### src/lkt_pkg.sv
`timescale 1ns / 1ps
// lkt_pkg: shared types and constants for the link key table.
// Used by lkt_cell and link_key_table; depends on nothing else.
package lkt_pkg;

    // Table geometry
    localparam int SLOTS  = 6;
    localparam int SLOT_W = (SLOTS > 1) ? $clog2(SLOTS) : 1;   // slot index width
    localparam int CNT_W  = $clog2(SLOTS + 1);                  // 0..SLOTS

    // Field widths fixed by the interface
    localparam int OP_W    = 3;
    localparam int ADDR_W  = 48;
    localparam int KEY_W   = 64;
    localparam int KIND_W  = 4;
    localparam int COUNT_W = 3;
    localparam int CTR_W   = 32;

    // Operation codes
    typedef enum logic [OP_W-1:0] {
        OP_LOOKUP  = 3'd0,
        OP_STORE   = 3'd1,
        OP_DELETE  = 3'd2,
        OP_ITER    = 3'd3,
        OP_RESTART = 3'd4,
        OP_CLEAR   = 3'd5,
        OP_RESTORE = 3'd6
    } t_op;

    // Input item
    typedef struct packed {
        logic [OP_W-1:0]   op;
        logic [ADDR_W-1:0] address;
        logic [KEY_W-1:0]  key_high;
        logic [KEY_W-1:0]  key_low;
        logic [KIND_W-1:0] key_kind;
    } t_in_item;

    // Result item
    typedef struct packed {
        logic               found;
        logic [ADDR_W-1:0]  out_address;
        logic [KEY_W-1:0]   out_key_high;
        logic [KEY_W-1:0]   out_key_low;
        logic [KIND_W-1:0]  out_kind;
        logic [COUNT_W-1:0] entry_count;
        logic [CTR_W-1:0]   generation_now;
        logic [CTR_W-1:0]   pairing_total;
    } t_out_item;

    // Stored entry contents
    typedef struct packed {
        logic [ADDR_W-1:0] address;
        logic [KEY_W-1:0]  key_high;
        logic [KEY_W-1:0]  key_low;
        logic [KIND_W-1:0] kind;
    } t_entry;

    // Priority chain passed from cell to cell (slot 0 first)
    typedef struct packed {
        logic hit;    // an earlier cell matched the address
        logic free;   // an earlier cell is empty
        logic iter;   // an earlier cell is a valid iteration candidate
    } t_chain;

    // Table-wide summary fed back to every cell
    typedef struct packed {
        logic any_hit;
        logic any_free;
    } t_glob;

    // Command broadcast to the cells
    typedef struct packed {
        logic     exec;
        t_in_item item;
    } t_cmd;

endpackage

### src/lkt_cell.sv
`timescale 1ns / 1ps
// lkt_cell: one slot of the link key table, holding a single entry.
// Passes match/free/iteration priority to its neighbor; depends on lkt_pkg.
module lkt_cell
    import lkt_pkg::*;
(
    input  logic   i_clk,
    input  logic   i_rst_n,
    input  t_cmd   i_cmd,
    input  t_chain i_chain,
    input  t_glob  i_glob,
    input  logic   i_victim,     // this slot is the round-robin victim
    input  logic   i_iter_ok,    // this slot is at or past the iteration position
    output t_chain o_chain,
    output logic   o_deliver,    // this slot is delivered by iterate next
    output logic   o_valid_next,
    output t_entry o_rd          // entry data for the result, zero if not selected
);

    logic   r_valid;
    t_entry r_ent;
    logic   n_valid;

    logic match;
    logic hit_here;
    logic free_here;
    logic elig;
    logic deliver;
    logic wr;
    logic clr;
    t_op  op;

    assign op = t_op'(i_cmd.item.op);

    // Local compare and priority
    assign match     = r_valid && (r_ent.address == i_cmd.item.address);
    assign hit_here  = match && !i_chain.hit;
    assign free_here = !r_valid && !i_chain.free;
    assign elig      = r_valid && i_iter_ok;
    assign deliver   = elig && !i_chain.iter;

    assign o_chain.hit  = i_chain.hit  || match;
    assign o_chain.free = i_chain.free || !r_valid;
    assign o_chain.iter = i_chain.iter || elig;

    assign o_deliver = deliver && (op == OP_ITER);

    // Write select: store goes to match, else first free, else victim; restore only to first free on a miss
    always_comb begin
        wr  = 1'b0;
        clr = 1'b0;
        case (op)
            OP_STORE: begin
                wr = hit_here
                    || (!i_glob.any_hit && free_here)
                    || (!i_glob.any_hit && !i_glob.any_free && i_victim);
            end
            OP_RESTORE: begin
                wr = !i_glob.any_hit && free_here;
            end
            OP_DELETE: begin
                clr = hit_here;
            end
            OP_CLEAR: begin
                clr = 1'b1;
            end
            default: begin
                wr  = 1'b0;
                clr = 1'b0;
            end
        endcase
        wr  = wr && i_cmd.exec;
        clr = clr && i_cmd.exec;
    end

    always_comb begin
        n_valid = r_valid;
        if (wr) begin
            n_valid = 1'b1;
        end else if (clr) begin
            n_valid = 1'b0;
        end
    end

    assign o_valid_next = n_valid;

    // Read data: lookup returns key only, iterate returns the whole entry
    always_comb begin
        o_rd = '0;
        if (op == OP_LOOKUP && hit_here) begin
            o_rd          = r_ent;
            o_rd.address  = '0;
        end else if (op == OP_ITER && deliver) begin
            o_rd = r_ent;
        end
    end

    // Slot state
    always_ff @(posedge i_clk) begin
        if (!i_rst_n) begin
            r_valid <= 1'b0;
        end else begin
            r_valid <= n_valid;
        end
    end

    always_ff @(posedge i_clk) begin
        if (wr) begin
            r_ent.address  <= i_cmd.item.address;
            r_ent.key_high <= i_cmd.item.key_high;
            r_ent.key_low  <= i_cmd.item.key_low;
            r_ent.kind     <= i_cmd.item.key_kind;
        end
    end

endmodule

### src/link_key_table.sv
`timescale 1ns / 1ps
// link_key_table: top level of the fully associative link key table.
// Instantiates one lkt_cell per slot; depends on lkt_pkg.

// Each operation is captured in the capture register; then every slot cell
// compares the address while priority ripples down the row of cells to pick
// the hit, the first free slot or the round-robin victim, and the result is
// written to the output register. One item is in work at a time: a new item
// is taken only after the last one has been written to the output register,
// and a result left waiting there holds the next item in its capture stage
// until taken. All slots are empty after reset, with no clearing pass.
module link_key_table
    import lkt_pkg::*;
(
    input  logic      i_clk,
    input  logic      i_rst_n,
    input  logic      i_in_valid,
    input  t_in_item  i_in_item,
    output logic      o_in_stall,
    output logic      o_out_valid,
    output t_out_item o_out_item,
    input  logic      i_out_stall
);

    // Capture stage and control
    logic              r_busy;
    t_in_item          r_item;
    logic              r_out_valid;
    t_out_item         r_out;
    logic [SLOT_W-1:0] r_victim;
    logic [CNT_W-1:0]  r_iter_pos;
    logic [CTR_W-1:0]  r_gen;
    logic [CTR_W-1:0]  r_pair;

    logic [SLOT_W-1:0] n_victim;
    logic [CNT_W-1:0]  n_iter_pos;
    logic [CTR_W-1:0]  n_gen;
    logic [CTR_W-1:0]  n_pair;
    t_out_item         n_out;

    logic   accept;
    logic   exec;
    t_cmd   cmd;
    t_glob  glob;
    t_op    op;
    t_entry rd;
    logic   any_deliver;
    logic [CNT_W-1:0] cnt;

    t_chain           chain   [SLOTS+1];
    t_entry           cell_rd [SLOTS];
    logic [SLOTS-1:0] deliver;
    logic [SLOTS-1:0] valid_next;
    logic [SLOTS-1:0] victim_hot;
    logic [SLOTS-1:0] iter_ok;

    assign accept     = i_in_valid && !r_busy;
    assign exec       = r_busy && (!r_out_valid || !i_out_stall);
    assign o_in_stall = r_busy;

    assign cmd.exec = exec;
    assign cmd.item = r_item;
    assign op       = t_op'(r_item.op);

    assign chain[0]      = '0;
    assign glob.any_hit  = chain[SLOTS].hit;
    assign glob.any_free = chain[SLOTS].free;

    // Row of slot cells
    for (genvar k = 0; k < SLOTS; k++) begin : g_cell
        assign victim_hot[k] = (r_victim == SLOT_W'(k));
        assign iter_ok[k]    = (r_iter_pos <= CNT_W'(k));

        lkt_cell u_cell (
            .i_clk        (i_clk),
            .i_rst_n      (i_rst_n),
            .i_cmd        (cmd),
            .i_chain      (chain[k]),
            .i_glob       (glob),
            .i_victim     (victim_hot[k]),
            .i_iter_ok    (iter_ok[k]),
            .o_chain      (chain[k+1]),
            .o_deliver    (deliver[k]),
            .o_valid_next (valid_next[k]),
            .o_rd         (cell_rd[k])
        );
    end

    // Merge read data and count entries; at most one cell drives nonzero data
    always_comb begin
        rd  = '0;
        cnt = '0;
        for (int k = 0; k < SLOTS; k++) begin
            rd  = rd | cell_rd[k];
            cnt = cnt + CNT_W'(valid_next[k]);
        end
    end

    assign any_deliver = |deliver;

    // Counters and pointers
    always_comb begin
        n_victim   = r_victim;
        n_iter_pos = r_iter_pos;
        n_gen      = r_gen;
        n_pair     = r_pair;
        case (op)
            OP_STORE: begin
                n_gen  = r_gen + 1'b1;
                n_pair = r_pair + 1'b1;
                if (!glob.any_hit && !glob.any_free) begin
                    n_victim = (r_victim == SLOT_W'(SLOTS - 1)) ? '0 : r_victim + 1'b1;
                end
            end
            OP_DELETE: begin
                if (glob.any_hit) begin
                    n_gen = r_gen + 1'b1;
                end
            end
            OP_ITER: begin
                for (int k = 0; k < SLOTS; k++) begin
                    if (deliver[k]) begin
                        n_iter_pos = CNT_W'(k + 1);
                    end
                end
            end
            OP_RESTART: begin
                n_iter_pos = '0;
            end
            OP_CLEAR: begin
                n_victim = '0;
                n_gen    = r_gen + 1'b1;
            end
            OP_RESTORE: begin
                if (!glob.any_hit && glob.any_free) begin
                    n_gen = r_gen + 1'b1;
                end
            end
            default: begin
                n_victim = r_victim;
            end
        endcase
    end

    // Result item
    always_comb begin
        n_out.found = 1'b0;
        case (op)
            OP_LOOKUP, OP_STORE, OP_DELETE: n_out.found = glob.any_hit;
            OP_ITER:                        n_out.found = any_deliver;
            OP_RESTORE:                     n_out.found = !glob.any_hit && glob.any_free;
            default:                        n_out.found = 1'b0;
        endcase
        n_out.out_address    = rd.address;
        n_out.out_key_high   = rd.key_high;
        n_out.out_key_low    = rd.key_low;
        n_out.out_kind       = rd.kind;
        n_out.entry_count    = COUNT_W'(cnt);
        n_out.generation_now = n_gen;
        n_out.pairing_total  = n_pair;
    end

    // Control registers
    always_ff @(posedge i_clk) begin
        if (!i_rst_n) begin
            r_busy      <= 1'b0;
            r_out_valid <= 1'b0;
            r_victim    <= '0;
            r_iter_pos  <= '0;
            r_gen       <= '0;
            r_pair      <= '0;
        end else begin
            if (accept) begin
                r_busy <= 1'b1;
            end else if (exec) begin
                r_busy <= 1'b0;
            end
            if (exec) begin
                r_out_valid <= 1'b1;
                r_victim    <= n_victim;
                r_iter_pos  <= n_iter_pos;
                r_gen       <= n_gen;
                r_pair      <= n_pair;
            end else if (!i_out_stall) begin
                r_out_valid <= 1'b0;
            end
        end
    end

    // Payload registers
    always_ff @(posedge i_clk) begin
        if (accept) begin
            r_item <= i_in_item;
        end
        if (exec) begin
            r_out <= n_out;
        end
    end

    assign o_out_valid = r_out_valid;
    assign o_out_item  = r_out;

`ifndef SYNTHESIS
    // An accepted item is marked busy in the next cycle, held until executed
    a_accept_busy: assert property (@(posedge i_clk) disable iff (!i_rst_n)
        accept |=> r_busy)
        else $error("accepted item not captured");

    // A result waiting under stall is not overwritten
    a_out_hold: assert property (@(posedge i_clk) disable iff (!i_rst_n)
        (r_out_valid && i_out_stall) |-> !exec)
        else $error("stalled result overwritten");

    // Every executed store bumps the pairing counter by one
    a_pair_inc: assert property (@(posedge i_clk) disable iff (!i_rst_n)
        (exec && op == OP_STORE) |=> (r_pair == $past(r_pair) + 1'b1))
        else $error("pairing counter not advanced on store");

    // Victim pointer stays within the table
    a_victim_range: assert property (@(posedge i_clk) disable iff (!i_rst_n)
        r_victim <= SLOT_W'(SLOTS - 1))
        else $error("victim pointer out of range");
`endif

endmodule

### config.mk
export PLATFORM = sky130hd
export DESIGN_NAME = link_key_table
export DESIGN_NICKNAME = d
export VERILOG_FILES = /design/src/lkt_pkg.sv /design/src/lkt_cell.sv /design/src/link_key_table.sv
export SDC_FILE = /design/constraint.sdc
export NUM_CORES = 2
export LEC_CHECK = 0
export BUFFER_PORTS_ARGS = -buffer_cell sky130_fd_sc_hd__buf_2
export CORE_UTILIZATION = 35
export DETAILED_ROUTE_END_ITERATION = 7
export GPL_TIMING_DRIVEN = 0
export PLACE_DENSITY = 0.6
export SETUP_SLACK_MARGIN = 0.4
export SYNTH_ARGS = -nofsm -noshare
export SYNTH_HDL_FRONTEND = slang
export SYNTH_SLANG_ARGS = --single-unit
### constraint.sdc
create_clock -name i_clk -period 27.3 [get_ports i_clk]
set_input_delay 1.365 -clock i_clk [delete_from_list [all_inputs] [get_ports i_clk]]
set_output_delay 1.365 -clock i_clk [all_outputs]
set_load 0.02 [all_outputs]
======== Word-level counts from Yosys, hierarchy flattened ========
Index checks and enable logic that the tools add are counted.
cells by class
  add/subtract/negate cells ............... 8
  multiply operators ...................... 0
  divide/modulo/power cells ............... 0
  magnitude comparators ................... 6
  eq/ne operators ......................... 20
  shift operators ......................... 0
  muxes and demuxes ....................... 55
  bitwise gates (word level) .............. 5
  reductions and logical operators ........ 129
operators by type and width
  cell                     number
  $mux W180                12
  $or A180 B180 Y180       5
  $eq A48 B48 Y1           6
  $mux W32                 3
  $pmux W32 S3             1
  $logic_and A1 B1 Y1      67
  $add A32 B1 Y32 const B  2
  $logic_or A1 B1 Y1       27
  $logic_not A1 Y1         25
  $mux W3                  8
  $pmux W1 S2              12
  $mux W1                  16
  $eq A3 B3 Y1 const B     5
  $eq A3 B2 Y1 const B     4
  $pmux W3 S2              2
  $add A3 B1 Y3            3
  $ne A7 B1 Y1 const B     1
  $eq A3 B1 Y1 const B     2
  $le A3 B1 Y1 const B     2
  $le A3 B2 Y1 const B     2
  $le A3 B3 Y1 const B     2
  $logic_not A3 Y1         2
  $reduce_and A3 Y1        2
  $reduce_bool A2 Y1       3
  9 further kinds          9
word-level totals
  bits in registers ....................... 1589
  latch bits .............................. 0
  RAM bits ................................ 0
  ROM bits ................................ 0
  input port bits ......................... 187
  word-level logic and storage cells ...... 272
  memories kept ........................... 0

======== Depth between registers and ports, before layout ========
  word-level depth ........................ 19
  mapped depth ............................ 16

======== Hierarchy ========
A second synthesis with hierarchy kept.
unflattened totals
  cells, all modules ...................... 4489
  area, all modules ....................... 64854.7 um^2
modules (own cells, without submodules)
  module          times used  cells each  area each (um^2)  sequential area each (um^2)
  lkt_cell        6           472         7387.1            5425.2
  link_key_table  1           1657        20532.2           14383.8

======== Worst setup path before layout ========
No wires, ideal clock.
  kind .................................... input-to-reg
  from .................................... in i_out_stall
  to ...................................... reg r_out (netlist bit o_out_item[65]) (data pin)
  setup time .............................. 0.269 ns
  arrival ................................. 17.959 ns
  required time ........................... 27.031 ns
  path slack .............................. 9.072 ns
  stages .................................. 10
  path buffers ............................ 1
  cells stage by stage .................... nand2_1 nand2_1 clkbuf_1 a211oi_1 a31oi_1 fa_1 fa_1 inv_1 ha_1 fa_1
between the ends
  elaborated cells between the ends (all ways) .. 32
RTL lines
  what                         RTL line               RTL
  from (decl)                  link_key_table.sv:22   input logic i_out_stall
  $logic_not A1 Y1             --
  $logic_or A1 B1 Y1           link_key_table.sv:58   assign exec = r_busy && (!r_out_valid || !i_out_stall);
  $logic_and A1 B1 Y1          link_key_table.sv:58
  $logic_and A1 B1 Y1          lkt_cell.sv:72         wr = wr && i_cmd.exec;
  net g_cell[3].u_cell.wr      lkt_cell.sv:29         logic wr;
  $mux W1                      lkt_cell.sv:78         if (wr) begin
  $add A3 B1 Y3 (3 in series)  link_key_table.sv:95   cnt = cnt + CNT_W'(valid_next[k]);
  net cnt[1]                   link_key_table.sv:48   logic [CNT_W-1:0] cnt;
  to (signal assigned)         link_key_table.sv:196  r_out <= n_out;
  to (decl)                    link_key_table.sv:29   t_out_item r_out;
The timed path passes the listed nets, and every way through them passes these cells.
A chain may end at the register's enable or synchronous reset.

======== Worst setup path in the final report ========
  from .................................... reg r_item (netlist bit cmd[152])
  to ...................................... reg r_out (netlist bit o_out_item[65]) (data pin)
between the ends
  elaborated cells between the ends (all ways) .. 94
RTL lines
  what                                                       RTL line                                        RTL
  from (decl)                                                link_key_table.sv:27                            t_in_item r_item;
  from (signal assigned)                                     link_key_table.sv:193                           r_item <= i_in_item;
  $eq A48 B48 Y1                                             lkt_cell.sv:36                                  assign match = r_valid && (r_ent.address == i_cmd.item.address);
  $logic_and A1 B1 Y1                                        lkt_cell.sv:36
  $logic_or A1 B1 Y1 (5 in series)                           lkt_cell.sv:42                                  assign o_chain.hit = i_chain.hit || match;
  $logic_not A1 Y1                                           lkt_cell.sv:55, lkt_cell.sv:56, lkt_cell.sv:59
  $logic_and A1 B1 Y1, on equally long branches              lkt_cell.sv:55, lkt_cell.sv:59, lkt_cell.sv:56
  $logic_or A1 B1 Y1 or $logic_and A1 B1 Y1 (tied branches)  lkt_cell.sv:55, lkt_cell.sv:56
  $logic_or A1 B1 Y1                                         lkt_cell.sv:56                                  || (!i_glob.any_hit && !i_glob.any_free && i_victim);
  $pmux W1 S2 (*)                                            lkt_cell.sv:52                                  case (op)
  $logic_and A1 B1 Y1 (*)                                    lkt_cell.sv:72
  net g_cell[3].u_cell.wr                                    lkt_cell.sv:29
  $mux W1 (*)                                                lkt_cell.sv:78
  $add A3 B1 Y3 (*) (3 in series)                            link_key_table.sv:95
  net cnt[1]                                                 link_key_table.sv:48
Mark *: on every way through the listed nets, which the timed path passes. The rest lies on a longest branch.

==> results_dict.tcl <==
set metrics [dict create \
    finalCriticalPeriod_ns 6.03 \
    layout.nets 4389 \
    crit_fanout 7 \
    hold_viol 0 \
    synthesis.area_sq_um 59500 \
    yosysSeqAreaShare 0.789 \
    die_y_um 414 \
    dp_hpwl_um 112000 \
    relSlewSlack 0.120 \
    tightest_slew_ns 1.31 \
    clock_sinks 1589 \
    min_to "r_pair[31]" \
    avgViaCountPerCell 5.32 \
    synth_top_family_by_area "simple AND/OR/NAND/NOR gates" \
    synth_cells 3522 \
    drc 0 \
    yosys-top-cells-area "edfxtp_1 76%, xor2_1 3.6%, a222oi_1 3.0%" \
    start_util 0.354 \
    synth_compound_area_frac 0.0674 \
    antenna_found_initial 22 \
    drt_iter0_markers 4446 \
    drt_first_pass_iters 8 \
    hold-worst-slack_ns 0.503 \
    post-route-period-util 0.221 \
    ys_ff_latch 1589 \
    holdBufCountCts 0 \
    ys_types 69 \
    cts_setup_buffers 0 \
    regToRegSetupSlack_ns 21.27 \
    grt_max_degree 73 \
    async_reset_ff_frac 0 \
    r2r-end "o_out_item[65]" \
    synth_edf_count 1511 \
    ys.flop_type "edfxtp_1" \
    whs_path_depth 2 \
    numCtsBuffers 163 \
    drive_gt1_frac 0.198 \
    setup_violations 0 \
    required_ns 27.84 \
    portBuffers 436 \
    yosysTopAreaCell "edfxtp_1" \
    gp_congestion 0.974 \
    grt_first_pass_wirelength_um 234000 \
    hp-start "r_pair[31]" \
    synthMuxAreaShare 0.00189 \
    skew_ns 0.0389 \
    io_pins 437 \
    yosysTopAreaCellShare 0.762 \
    status "finished clean" \
    slew_viol_final 0 \
    synthSimpleGateAreaFrac 0.0692 \
    yosysWarnings 0 \
    clock.fmax_mhz 166 \
    synth_adder_area_share 0.00185 \
    avgSynthCellArea_sq_um 16.9 \
    worst_r2r_path_depth 13 \
    clock_latency_ns 0.82 \
    syn-num-nets 3716 \
    core_area_sq_um 168000 \
    peakVddDrop_v 0.0000652 \
    cts_resized 0 \
    drv_cap 0 \
    clock_path_buffers 3 \
    cts_root_buffer "clkbuf_16" \
    via_count 34700 \
    wl_per_cell_um 25.2 \
    wl_um 164000 \
    path_clk_slew_ns 0.06 \
    fp.dieW_um 414 \
    area_growth_pct 20.2 \
    num_rows 150 \
    p_leak_nw 23.9 \
    path_class "reg -> reg" \
    grt_pass1_vias 33500 \
    r2r_start "cmd[152]" \
    crit_path_end_kind "flip-flop" \
    setup_ws_ns 21.27 \
    grt_overflow 0 \
    synth_xor_area_frac 0.0545 \
    rsz0062_at_grt "no" \
    power_density_nw_per_um2 73.0 \
    htreeDepth 4 \
    postRouteAntennaNets 0 \
    track_usage 0.186 \
    hp-class "reg -> reg" \
    die-area_sq_um 172000 \
    cts_tree "done" \
    start_kind "flip-flop" \
    post-place-ws_ns 21.12 \
    arrival_ns 6.57 \
]
-- worst max-delay path: stages, from the launching register on --
cell and delay (ns):
edfxtp_1 0.52, buf_2 0.25, xor2_1 0.19, nor4_1 0.67, nand3_1 0.21, nor4_1 1.12
nand2_1 0.25, a211oi_4 0.68, a31oi_1 0.17, fa_1 0.52, fa_1 0.49, inv_1 0.04
ha_1 0.19, fa_1 0.47
-- flip-flops by register name, summed over array words and instances, names as in the netlist --
signal,count
o_out_valid,1
cmd,180
op,3
r_gen,32
r_iter_pos,3
g_cell.u_cell.r_valid,6
o_out_item,248
o_in_stall,1
g_cell.u_cell.r_ent,1080
r_pair,32
r_victim,3
-- final cells by class --
type	instances	area [sq um]
tap	2204	2760
inverter	18	75.1
buffer	213	925
clock inverter	94	1280
fill	14800	96400
sequential	1589	46900
multi-input combinational	1702	11700
clock buffer	196	4220
antenna	5	12.5
timing repair buffer	508	3660
-- layer usage --
metal,global-route usage,vias to the layer above,share of wire
li1,-,15400,-
met1,0.245,17500,0.41
met2,0.308,1533,0.49
met3,0.0367,291,0.072
met4,0.0653,12,0.032
met5,0,-,0.00048
-- synth_stat cells, types with 3 or more instances --
master / instances
buf_2: 82
or2_2: 5
a21oi_1: 48
o31ai_1: 25
a222oi_1: 180
o21ai_0: 18
inv_1: 17
o21a_1: 5
o21bai_1: 3
xor2_1: 242
buf_4: 3
buf_1: 9
nand4_1: 55
ha_1: 4
nand2_1: 258
and3_1: 14
or3_1: 15
a22oi_1: 180
xnor2_1: 128
nor2b_1: 8
clkbuf_1: 118
dfxtp_1: 78
a31o_2: 3
and2_1: 8
nor4_1: 61
nor3b_1: 6
nand2b_1: 11
nor3_1: 33
o41ai_1: 4
nor2_1: 70
mux2i_1: 9
fa_1: 3
nand3_1: 234
edfxtp_1: 1511
nor4b_1: 3
or4_1: 27
-- cell usage in the layout, fill, tap and decap left out, types with 8 or more instances in the layout --
master	netlist	layout
a222oi_1	180	180
nand3_1	234	233
nor2_1	70	68
nand2_1	258	258
clkinv_1	0	30
mux2i_1	9	9
nand2b_1	11	11
edfxtp_1	1511	1511
buf_12	0	19
a21oi_1	48	48
buf_1	9	9
xor2_1	242	242
buf_8	0	24
dfxtp_1	78	78
xnor2_1	128	128
and3_1	14	14
nor4_1	61	61
buf_16	0	26
o31ai_1	25	24
nand4_1	55	55
clkbuf_1	118	148
clkinvlp_4	0	8
and2_1	8	8
nor3_1	33	33
inv_1	17	16
buf_2	82	519
clkbuf_16	0	163
o21ai_0	18	18
or3_1	15	15
or4_1	27	27
bufinv_16	0	22
clkinv_2	0	18
a22oi_1	180	180
-- power breakdown --
part           internal [W]  leakage, nW  switching [W]
clock network       0.00132         2.63       0.000953
registers           0.00273         14.4      0.0000380
logic             0.0000556         6.83       0.000129
total               0.00411         23.9        0.00112
-- cell families (layout without fill, tap and decap cells) --
family	after synthesis	after routing
AOI/OAI and AO/OA	489	489
xor gates and xnor gates	370	370
adders and majority gates	7	7
buffers and inverters	231	1029
DFF	1589	1589
muxes	11	11
other	0	5
and+or+nand+nor	825	825
-- how the worst max path moves through the flow --
| stage | from | endpoint | slack, ns | cells past startpoint |
|---|---|---|---|---|
| 5_1_grt | cmd[139] | o_out_item[65] | 21.24 | 13 |
| 6_report | cmd[152] | o_out_item[65] | 21.27 | 13 |
| 3_3_place_gp | cmd[152] | o_out_item[65] | -7.91 | 13 |
| 2_1_floorplan | i_out_stall | o_out_item[65] | 9.07 | 10 |
| 4_1_cts | cmd[152] | o_out_item[65] | 21.42 | 13 |
| 3_5_place_dp | i_out_stall | o_out_item[65] | 21.12 | 14 |
-- metrics by stage --
step,utilization,cell area [sq um],TNS (ns),power [W],instances
final,0.426,71500,0,0.00522,6529
after global routing,0.426,71500,0,0.00537,6526
after CTS,0.426,71500,0,0.00527,6523
after detailed placement,0.393,66000,0,0.00300,6233
after global placement,0.384,64500,-1475.13,0.00302,6162
after floorplan,-,59500,0,0.00291,3522
No activity file was read; power rests on OpenSTA's default activity.
